## src/jfve_pkg.sv

```systemverilog
`timescale 1ns / 1ps

package jfve_pkg;

    // Parser modes
    typedef enum logic [2:0] {
        MODE_SCAN         = 3'd0,
        MODE_KEY          = 3'd1,
        MODE_AFTER_KEY    = 3'd2,
        MODE_EXPECT_VALUE = 3'd3,
        MODE_SKIP_VALUE   = 3'd4,
        MODE_IN_VALUE     = 3'd5,
        MODE_HEX          = 3'd6
    } mode_t;

    // Result kinds
    localparam logic [1:0] KIND_TITLE      = 2'd0;
    localparam logic [1:0] KIND_EXTRACT    = 2'd1;
    localparam logic [1:0] KIND_LINE_END   = 2'd2;
    localparam logic [1:0] KIND_TITLE_DONE = 2'd3;

    localparam int MAX_RESULTS = 3;
    localparam int FIFO_DEPTH  = 4;
    localparam int FIFO_AW     = $clog2(FIFO_DEPTH);
    localparam int FIFO_CW     = $clog2(FIFO_DEPTH + 1);

    localparam logic [3:0] TITLE_LEN   = 4'd5;
    localparam logic [3:0] EXTRACT_LEN = 4'd7;
    localparam logic [3:0] KEY_POS_MAX = 4'd15;

    localparam logic [7:0] CH_QUOTE  = 8'h22;
    localparam logic [7:0] CH_BSLASH = 8'h5C;
    localparam logic [7:0] CH_COLON  = 8'h3A;
    localparam logic [7:0] CH_LF     = 8'h0A;
    localparam logic [7:0] CH_CR     = 8'h0D;
    localparam logic [7:0] CH_TAB    = 8'h09;
    localparam logic [7:0] CH_BS     = 8'h08;
    localparam logic [7:0] CH_FF     = 8'h0C;
    localparam logic [7:0] CH_SPACE  = 8'h20;
    localparam logic [7:0] CH_LOW_U  = 8'h75;
    localparam logic [7:0] CH_LOW_N  = 8'h6E;
    localparam logic [7:0] CH_LOW_R  = 8'h72;
    localparam logic [7:0] CH_LOW_T  = 8'h74;
    localparam logic [7:0] CH_LOW_B  = 8'h62;
    localparam logic [7:0] CH_LOW_F  = 8'h66;

    localparam logic [7:0] UTF8_LEAD2 = 8'hC0;
    localparam logic [7:0] UTF8_LEAD3 = 8'hE0;
    localparam logic [7:0] UTF8_CONT  = 8'h80;

    typedef struct packed {
        mode_t       mode;
        logic        esc;
        logic [3:0]  key_pos;
        logic        title_alive;
        logic        extract_alive;
        logic        is_extract;
        logic        line_has;
        logic [11:0] hex_acc;
        logic [1:0]  hex_cnt;
    } parse_state_t;

    typedef struct packed {
        logic [1:0] kind;
        logic [7:0] data;
    } result_t;

    // Results of one input word, items[0] first
    typedef struct packed {
        logic [1:0]    count;
        result_t [2:0] items;
    } step_out_t;

    function automatic logic [7:0] title_char(input logic [3:0] p);
        logic [7:0] c;
        unique case (p)
            4'd0:    c = 8'h74; // t
            4'd1:    c = 8'h69; // i
            4'd2:    c = 8'h74; // t
            4'd3:    c = 8'h6C; // l
            4'd4:    c = 8'h65; // e
            default: c = 8'h00;
        endcase
        return c;
    endfunction

    function automatic logic [7:0] extract_char(input logic [3:0] p);
        logic [7:0] c;
        unique case (p)
            4'd0:    c = 8'h65; // e
            4'd1:    c = 8'h78; // x
            4'd2:    c = 8'h74; // t
            4'd3:    c = 8'h72; // r
            4'd4:    c = 8'h61; // a
            4'd5:    c = 8'h63; // c
            4'd6:    c = 8'h74; // t
            default: c = 8'h00;
        endcase
        return c;
    endfunction

    // {valid, value}
    function automatic logic [4:0] hex_digit(input logic [7:0] ch);
        logic [4:0] r;
        r = 5'd0;
        if (ch >= 8'h30 && ch <= 8'h39) r = {1'b1, 4'(ch - 8'h30)};
        else if (ch >= 8'h61 && ch <= 8'h66) r = {1'b1, 4'(ch - 8'h57)};
        else if (ch >= 8'h41 && ch <= 8'h46) r = {1'b1, 4'(ch - 8'h37)};
        return r;
    endfunction

    function automatic logic is_space(input logic [7:0] ch);
        return (ch == CH_SPACE) || (ch >= CH_TAB && ch <= CH_CR);
    endfunction

endpackage

```

## src/jfve_parser.sv

```systemverilog
`timescale 1ns / 1ps

module jfve_parser
(
    input  logic                clk,
    input  logic                rst_n,
    input  logic                accept,
    input  logic [7:0]          in_byte,
    output jfve_pkg::step_out_t step
);
    import jfve_pkg::*;

    parse_state_t st_reg;
    parse_state_t st_next;
    step_out_t    out_c;
    logic [7:0]   ch;
    logic [1:0]   vkind;
    logic         title_ok;
    logic         extract_ok;
    logic [4:0]   hd;
    logic [15:0]  cp;
    logic [7:0]   esc_byte;

    assign ch         = in_byte;
    assign vkind      = st_reg.is_extract ? KIND_EXTRACT : KIND_TITLE;
    assign title_ok   = (st_reg.key_pos < TITLE_LEN) && (title_char(st_reg.key_pos) == ch);
    assign extract_ok = (st_reg.key_pos < EXTRACT_LEN)
                        && (extract_char(st_reg.key_pos) == ch);
    assign hd         = hex_digit(ch);
    assign cp         = {st_reg.hex_acc, hd[3:0]};

    always_comb
    begin
        priority if (ch == CH_LOW_R) esc_byte = CH_CR;
        else if (ch == CH_LOW_T)     esc_byte = CH_TAB;
        else if (ch == CH_LOW_B)     esc_byte = CH_BS;
        else if (ch == CH_LOW_F)     esc_byte = CH_FF;
        else                         esc_byte = ch;
    end

    always_comb
    begin
        st_next = st_reg;
        out_c   = '0;
        unique case (st_reg.mode)
            MODE_KEY:
            begin
                if (st_reg.esc || (ch != CH_BSLASH && ch != CH_QUOTE))
                begin
                    // key byte, escaped or plain
                    st_next.esc           = 1'b0;
                    st_next.title_alive   = st_reg.title_alive & title_ok;
                    st_next.extract_alive = st_reg.extract_alive & extract_ok;
                    if (st_reg.key_pos < KEY_POS_MAX)
                        st_next.key_pos = st_reg.key_pos + 4'd1;
                end
                else if (ch == CH_BSLASH)
                begin
                    st_next.esc = 1'b1;
                end
                else
                begin
                    st_next.title_alive   = st_reg.title_alive && (st_reg.key_pos == TITLE_LEN);
                    st_next.extract_alive = st_reg.extract_alive
                                            && (st_reg.key_pos == EXTRACT_LEN);
                    st_next.mode          = MODE_AFTER_KEY;
                end
            end
            MODE_AFTER_KEY:
            begin
                if (!is_space(ch))
                    st_next.mode = (ch == CH_COLON) ? MODE_EXPECT_VALUE : MODE_SCAN;
            end
            MODE_EXPECT_VALUE:
            begin
                if (!is_space(ch))
                begin
                    if (ch == CH_QUOTE)
                    begin
                        st_next.esc      = 1'b0;
                        st_next.line_has = 1'b0;
                        if (st_reg.title_alive || st_reg.extract_alive)
                        begin
                            st_next.is_extract = st_reg.extract_alive;
                            st_next.mode       = MODE_IN_VALUE;
                        end
                        else
                        begin
                            st_next.mode = MODE_SKIP_VALUE;
                        end
                    end
                    else
                    begin
                        st_next.mode = MODE_SCAN;
                    end
                end
            end
            MODE_SKIP_VALUE:
            begin
                if (st_reg.esc)             st_next.esc  = 1'b0;
                else if (ch == CH_BSLASH)   st_next.esc  = 1'b1;
                else if (ch == CH_QUOTE)    st_next.mode = MODE_SCAN;
            end
            MODE_IN_VALUE:
            begin
                if (st_reg.esc)
                begin
                    st_next.esc = 1'b0;
                    if (ch == CH_LOW_U)
                    begin
                        st_next.hex_acc = '0;
                        st_next.hex_cnt = '0;
                        st_next.mode    = MODE_HEX;
                    end
                    else if (ch == CH_LOW_N && st_reg.is_extract)
                    begin
                        out_c.count    = 2'd1;
                        out_c.items[0] = '{kind: KIND_LINE_END, data: 8'h00};
                        st_next.line_has = 1'b0;
                    end
                    else
                    begin
                        out_c.count    = 2'd1;
                        out_c.items[0] = '{kind: vkind,
                                          data: (ch == CH_LOW_N) ? CH_LF : esc_byte};
                        if (st_reg.is_extract) st_next.line_has = 1'b1;
                    end
                end
                else if (ch == CH_BSLASH)
                begin
                    st_next.esc = 1'b1;
                end
                else if (ch == CH_QUOTE)
                begin
                    if (!st_reg.is_extract)
                    begin
                        out_c.count    = 2'd1;
                        out_c.items[0] = '{kind: KIND_TITLE_DONE, data: 8'h00};
                    end
                    else if (st_reg.line_has)
                    begin
                        out_c.count    = 2'd1;
                        out_c.items[0] = '{kind: KIND_LINE_END, data: 8'h00};
                        st_next.line_has = 1'b0;
                    end
                    st_next.mode = MODE_SCAN;
                end
                else if (st_reg.is_extract && ch == CH_LF)
                begin
                    out_c.count    = 2'd1;
                    out_c.items[0] = '{kind: KIND_LINE_END, data: 8'h00};
                    st_next.line_has = 1'b0;
                end
                else
                begin
                    out_c.count    = 2'd1;
                    out_c.items[0] = '{kind: vkind, data: ch};
                    if (st_reg.is_extract) st_next.line_has = 1'b1;
                end
            end
            MODE_HEX:
            begin
                if (!hd[4])
                begin
                    // bad digit: drop the whole escape
                    st_next.hex_acc = '0;
                    st_next.hex_cnt = '0;
                    st_next.mode    = MODE_IN_VALUE;
                end
                else if (st_reg.hex_cnt != 2'd3)
                begin
                    st_next.hex_acc = {st_reg.hex_acc[7:0], hd[3:0]};
                    st_next.hex_cnt = st_reg.hex_cnt + 2'd1;
                end
                else
                begin
                    if (cp[15:7] == '0)
                    begin
                        out_c.count    = 2'd1;
                        out_c.items[0] = '{kind: vkind, data: {1'b0, cp[6:0]}};
                    end
                    else if (cp[15:11] == '0)
                    begin
                        out_c.count    = 2'd2;
                        out_c.items[0] = '{kind: vkind, data: UTF8_LEAD2 | {3'b000, cp[10:6]}};
                        out_c.items[1] = '{kind: vkind, data: UTF8_CONT | {2'b00, cp[5:0]}};
                    end
                    else
                    begin
                        out_c.count    = 2'd3;
                        out_c.items[0] = '{kind: vkind, data: UTF8_LEAD3 | {4'h0, cp[15:12]}};
                        out_c.items[1] = '{kind: vkind, data: UTF8_CONT | {2'b00, cp[11:6]}};
                        out_c.items[2] = '{kind: vkind, data: UTF8_CONT | {2'b00, cp[5:0]}};
                    end
                    if (st_reg.is_extract) st_next.line_has = 1'b1;
                    st_next.hex_acc = '0;
                    st_next.hex_cnt = '0;
                    st_next.mode    = MODE_IN_VALUE;
                end
            end
            default:
            begin
                // scanning, and the unused mode code
                st_next.mode = MODE_SCAN;
                if (ch == CH_QUOTE)
                begin
                    st_next.key_pos       = '0;
                    st_next.title_alive   = 1'b1;
                    st_next.extract_alive = 1'b1;
                    st_next.esc           = 1'b0;
                    st_next.mode          = MODE_KEY;
                end
            end
        endcase
    end

    assign step = out_c;

    always_ff @(posedge clk or negedge rst_n)
    begin
        if (!rst_n)
        begin
            st_reg <= '{mode: MODE_SCAN, default: '0};
        end
        else if (accept)
        begin
            st_reg <= st_next;
        end
    end

endmodule

```

## src/jfve_res_fifo.sv

```systemverilog
`timescale 1ns / 1ps

module jfve_res_fifo
(
    input  logic                clk,
    input  logic                rst_n,
    input  logic                push,
    input  jfve_pkg::step_out_t step,
    output logic                has_room,
    output logic                out_valid,
    input  logic                out_ready,
    output logic [1:0]          out_kind,
    output logic [7:0]          out_data,
    output logic                out_last
);
    import jfve_pkg::*;

    typedef struct packed {
        result_t res;
        logic    last;
    } entry_t;

    entry_t                 mem [FIFO_DEPTH];
    logic [FIFO_AW-1:0]     wr_ptr_reg;
    logic [FIFO_AW-1:0]     wr_ptr_next;
    logic [FIFO_AW-1:0]     rd_ptr_reg;
    logic [FIFO_AW-1:0]     rd_ptr_next;
    logic [FIFO_CW-1:0]     count_reg;
    logic [FIFO_CW-1:0]     count_next;
    logic [1:0]             n_push;
    logic                   pop;

    assign n_push    = push ? step.count : 2'd0;
    assign pop       = out_valid && out_ready;
    assign out_valid = (count_reg != '0);
    // a full burst of results must fit behind what is queued
    assign has_room  = (count_reg <= FIFO_CW'(FIFO_DEPTH - MAX_RESULTS));

    assign out_kind = mem[rd_ptr_reg].res.kind;
    assign out_data = mem[rd_ptr_reg].res.data;
    assign out_last = mem[rd_ptr_reg].last;

    assign wr_ptr_next = wr_ptr_reg + FIFO_AW'(n_push);
    assign rd_ptr_next = rd_ptr_reg + FIFO_AW'(pop);
    assign count_next  = count_reg + FIFO_CW'(n_push) - FIFO_CW'(pop);

    always_ff @(posedge clk)
    begin
        for (int i = 0; i < MAX_RESULTS; i++)
        begin
            if (i < int'(n_push))
            begin
                mem[wr_ptr_reg + FIFO_AW'(i)] <= '{res:  step.items[i],
                                                   last: (i == int'(n_push) - 1)};
            end
        end
    end

    always_ff @(posedge clk or negedge rst_n)
    begin
        if (!rst_n)
        begin
            wr_ptr_reg <= '0;
            rd_ptr_reg <= '0;
            count_reg  <= '0;
        end
        else
        begin
            wr_ptr_reg <= wr_ptr_next;
            rd_ptr_reg <= rd_ptr_next;
            count_reg  <= count_next;
        end
    end

    a_count_bound: assert property (@(posedge clk) disable iff (!rst_n)
        count_reg <= FIFO_CW'(FIFO_DEPTH))
        else $error("result queue overfilled");

    a_push_room: assert property (@(posedge clk) disable iff (!rst_n)
        (n_push != 2'd0) |-> has_room)
        else $error("results pushed without room");

    a_pop_only: assert property (@(posedge clk) disable iff (!rst_n)
        (pop && n_push == 2'd0) |=> (count_reg == $past(count_reg) - FIFO_CW'(1)))
        else $error("queue count lost track of a pop");

    a_ptr_gap: assert property (@(posedge clk) disable iff (!rst_n)
        (count_reg != FIFO_CW'(FIFO_DEPTH)) |->
            (FIFO_AW'(count_reg) == FIFO_AW'(wr_ptr_reg - rd_ptr_reg)))
        else $error("queue pointers disagree with count");

endmodule

```

## src/json_field_value_extractor_unit.sv

```systemverilog
`timescale 1ns / 1ps
// JSON field value extractor.
// Input: one raw JSON byte per word on s_axis (tdata = in_byte).
// Output: decoded value words on m_axis. tuser carries the kind (title byte,
// extract byte, extract line end, title complete), tdata the decoded byte
// (zero for line end and title complete), tlast marks the final word caused
// by one input byte. An input byte may cause zero to three output words.
// Results of an accepted input byte are registered into the result buffer
// and reach the outputs behind any words already queued. Throughput: one
// input byte per cycle as long as the receiver keeps up and each byte gives
// at most one word; the parser state is one register updated per byte.
// Results queue in a four-word buffer. s_axis_tready stays high while at
// most one word is queued, so with the receiver keeping up a byte giving two
// or three words (the last digit of a \u escape) holds off input until at
// most one word is queued again; that buffer depth sets the burst limit.
// When the receiver stalls, queued words hold and input stops once the
// buffer is past one word. Reset clears the parser to scanning and empties
// the buffer; no word is lost or repeated across a stall.
module json_field_value_extractor_unit
(
    input  logic       clk,
    input  logic       rst_n,
    input  logic       s_axis_tvalid,
    output logic       s_axis_tready,
    input  logic [7:0] s_axis_tdata,   // [7:0] in_byte
    output logic       m_axis_tvalid,
    input  logic       m_axis_tready,
    output logic [7:0] m_axis_tdata,   // [7:0] data_byte
    output logic [1:0] m_axis_tuser,   // [1:0] kind
    output logic       m_axis_tlast
);
    import jfve_pkg::*;

    step_out_t step;
    logic      accept;
    logic      has_room;

    // take a byte only when its worst-case burst fits in the queue
    assign s_axis_tready = has_room;
    assign accept        = s_axis_tvalid && s_axis_tready;

    jfve_parser u_parser
    (
        .clk     (clk),
        .rst_n   (rst_n),
        .accept  (accept),
        .in_byte (s_axis_tdata),
        .step    (step)
    );

    jfve_res_fifo u_res_fifo
    (
        .clk       (clk),
        .rst_n     (rst_n),
        .push      (accept),
        .step      (step),
        .has_room  (has_room),
        .out_valid (m_axis_tvalid),
        .out_ready (m_axis_tready),
        .out_kind  (m_axis_tuser),
        .out_data  (m_axis_tdata),
        .out_last  (m_axis_tlast)
    );

endmodule

```

## config.mk

```make
export PLATFORM = sky130hd
export DESIGN_NAME = json_field_value_extractor_unit
export DESIGN_NICKNAME = d
export VERILOG_FILES = /design/src/jfve_pkg.sv /design/src/jfve_parser.sv /design/src/jfve_res_fifo.sv /design/src/json_field_value_extractor_unit.sv
export SDC_FILE = /design/constraint.sdc
export NUM_CORES = 1
export LEC_CHECK = 0
export BUFFER_PORTS_ARGS = -buffer_cell sky130_fd_sc_hd__buf_2
export CAP_MARGIN = 20
export CORE_ASPECT_RATIO = 1.25
export CORE_MARGIN = 5
export CORE_UTILIZATION = 45
export DETAILED_ROUTE_END_ITERATION = 8
export GPL_TIMING_DRIVEN = 0
export PLACE_DENSITY = 0.69
export REMOVE_ABC_BUFFERS = 1
export SLEW_MARGIN = 25
export SYNTH_ARGS = -nofsm -noshare
export SYNTH_HDL_FRONTEND = slang
export SYNTH_SLANG_ARGS = --single-unit
export TNS_END_PERCENT = 1
```

## constraint.sdc

```tcl
create_clock -name clk -period 4.1 [get_ports clk]
set_input_delay 0.41 -clock clk [delete_from_list [all_inputs] [get_ports clk]]
set_output_delay 0.41 -clock clk [all_outputs]
set_load 0.1 [all_outputs]
```

==> reports/results.tsv <==
stage	metric	value	unit
outcome	outcome	finished clean	
clock_network	cts.clk_slew.worst_paths	0.06	ns
clock_network	post_cts_buffers	0	
yosys	synthFlopType	edfxtp_1	
global_routing	grt_pass1_wl	25.27	mm
yosys	synth_top_area_cell	edfxtp_1	
sta	hold_violations	0	
global_routing	overflow	0	
sta	setup_violations	0	
floorplan	num_rows	45	
critical_path	slowest_delay	0.66	ns
cells_and_area	fin_area	0.006046	mm2
pwr	fin_total_pwr	3.510	mW
cells_and_area	drive_gt1_share	11.63	%
clock_network	clock_tree.root_cell	clkbuf_16	
floorplan	core_region_area	0.01205	mm2
yosys	synth_xor_area_share	2.080	%
place	place_inst	767	
yosys	synth_compound_gate_area_share	23.83	%
job	cap_viol_max_count	0	
route	vias_per_cell	6.367	
cells_and_area	utilization	50.18	%
floorplan	pin_count	25	
critical_path	setup.worst_path.class	in2reg	
route	routed_wl	15.49	mm
yosys	synth_top_family_by_area	compound AO/OA/AOI/OAI gates	
critical_path	cp.required	4.09	ns
place	io_buffers	24	
clock_network	cts_sinks	77	
global_routing	grt_pass1_vias	4837	
route	wl_per_cell	19.79	um
floorplan	start_util	45.44	%
sta	fin_crit_sh	93.70	%
clock_network	max-clock-path-buffers	2	
place	place_congestion	0.9303	
sta	finalMaxSlewViolations	0	
cells_and_area	largest_reg_flops	44	
yosys	synth.top_cells.by_count	64 x nand2_1, 58 x nor2_1, 49 x a21oi_1	
critical_path	critPathArrivalTime	3.83	ns
cells_and_area	instances_no_fill	783	
cells_and_area	fillers	1132	
global_routing	grt_use_total	22.04	%
sta	min_period	3.842	ns
yosys	synth-simple-area-share	20.70	%
sta	fmaxAchievable	260.3	MHz
yosys	async_flop_share	42.86	%
critical_path	path_cells	buf_2 -> inv_1 -> ha_1 -> nor3b_1 -> a2111o_1 -> a211oi_4 -> nand2_1 -> nor3_1 -> nor2_1 -> nand2_1	
route	detail-route-antenna-nets	0	
sta	clock_skew	0.009087	ns
clock_network	cts_tree	yes	
sta	fin_setup_tns	0	ns
pwr	leakagePower	2.252	nW
yosys	ys_top_cells_by_area	edfxtp_1 20%, dfrtp_1 15%, mux4_2 4.5%	
sta	rsz0062_at_grt	no	
yosys	syn-mean-instance-area	8.917	um2
critical_path	cp_common_cell	nand2_1	
global_routing	antenna_found_initial	0	
cells_and_area	fin_nets	643	
critical_path	worstReg2RegStart	u_parser.st_reg[24]	
yosys	seq_area_frac_synth	37.75	%
yosys	synth_top_area_share	19.74	%
cells_and_area	diodes	0	
pwr	irDropWorstVdd	0.2995	mV
yosys	synth_most_common_cell	nand2_1	
clock_network	numCtsBuffers	9	
yosys	muxShareOfSynthArea	7.473	%
route	dr.pass1.iters	5	
critical_path	worstRegToRegCells	7	
floorplan	die_h	133.3	um
critical_path	r2r-end	u_res_fifo.mem[2][8]	
critical_path	startpoint_type	primary input	
yosys	synth_warnings	0	
critical_path	reg2reg_setup_slack	0.36	ns
yosys	synth_edf_count	36	
critical_path	worst_path_max_delay_cell	nor3_1	
critical_path	worstPathMaxFanout	13	
place	dpl_cell_area	0.005658	mm2
clock_network	clock_latency	0.34	ns
clock_network	holdBufCountCts	0	
sta	tightest_slew	0.9531	ns
critical_path	end_kind	register	
yosys	ys_ff_latch	77	
place	dp_hpwl	11.58	mm
clock_network	htree_levels	3	
floorplan	die-area	0.01449	mm2
floorplan	fp.dieW	108.7	um
worst_hold_path	worst_hold_path_type	in2async	
pwr	power.density	580.6	mW/mm2
yosys	syn-instance-count	614	
yosys	synth_cell_type_count	76	
yosys	synth-adder-area-share	4.022	%
sta	slew_headroom	35.97	%
yosys	syn_area	0.005475	mm2
global_routing	grt_max_degree	34	
route	vias	4985	
route	drc_errors	0	
cells_and_area	syn_to_final_growth	10.42	%
route	drtIter0Drc	574	
through the flow:
step                hold slack [ns]  setup WS, ns
floorplan                    0.1144       -0.3881
global placement             0.4464       -0.8082
detailed placement           0.4454       -0.4629
CTS                          0.1504       0.07827
global route                 0.1945       0.06513
finish                       0.1288        0.2582
worst max-delay path: cells and delay by family:
kind                     cells  cell delay (ns)
AND/OR/NAND/NOR              5             1.58
adder cells (fa/ha/maj)      1             0.29
AO/OA/AOI/OAI                2             1.12
buffers and inverters        2             0.41
power by group:
group	leakage, nW	internal, mW	switching (mW)
Sequential	0.793	0.887	0.243
Clock	0.168	0.589	0.318
Combinational	1.29	0.462	1.01
worst max-delay path by stage:
stage                             from                 endpoint  cells past startpoint
2_1_floorplan  u_res_fifo.count_reg[2]  u_res_fifo.count_reg[2]                     10
3_3_place_gp           s_axis_tdata[1]     u_res_fifo.mem[0][0]                     10
3_5_place_dp           s_axis_tdata[1]     u_res_fifo.mem[0][0]                     10
4_1_cts            u_parser.st_reg[24]     u_res_fifo.mem[3][9]                      8
5_1_grt            u_parser.st_reg[24]     u_res_fifo.mem[2][4]                      7
6_report               s_axis_tdata[0]     u_res_fifo.mem[2][8]                     10
metal layers:
| metal | global-route usage (%) | part of all wire (%) |
|---|---|---|
| met5 | 0 | 0 |
| met3 | 3.635 | 4.6 |
| met4 | 9.754 | 3.4 |
| met1 | 26.85 | 40 |
| met2 | 37.87 | 52 |
layout by cell type, fill, tap and decap left out, types with 3 or more instances in the layout:
cell,n
nand2_1,64
nor2_1,58
a21oi_1,49
edfxtp_1,36
dfrtp_1,33
o21ai_0,32
nor3_1,26
buf_2,24
inv_1,18
nand3_1,18
ha_1,16
mux2i_1,15
mux4_2,11
a22o_1,11
a31oi_1,10
o22ai_1,10
xnor2_1,10
a22oi_1,10
clkbuf_16,10
o221ai_1,9
dfxtp_1,8
nand2b_1,7
nor2b_1,7
nand4_1,7
a211oi_1,6
a21o_1,5
and2_1,5
o32ai_1,5
and3_1,5
a2111oi_0,5
or3_1,4
nand3b_1,4
nor4_1,4
a221oi_1,4
o31ai_1,4
a32oi_1,4
o21bai_1,3
xor2_1,3
a31o_2,3
logic make-up after synthesis:
family	Yosys count
AO/OA/AOI/OAI	193
XOR/XNOR	13
adder cells (fa/ha/maj)	17
buffers and inverters	56
flip-flops	77
multiplexers	27
AND/OR/NAND/NOR	231
area by class of cell:
type,count,area (um2),area share (%)
multi-input cells,481,3229,53.41
flip-flops and latches,77,2067,34.19
clock buffers,12,267.8,4.429
well taps,164,205.2,3.394
repair buffers,24,120.1,1.987
inverters,21,78.83,1.304
clock inverters,4,77.57,1.283
repair_timing:
action,in CTS,in global routing
gates resized for setup,1,7
endpoints found under the setup margin,9,37
hold endpoints to repair,0,0
Power figures use the tool's default switching activity.
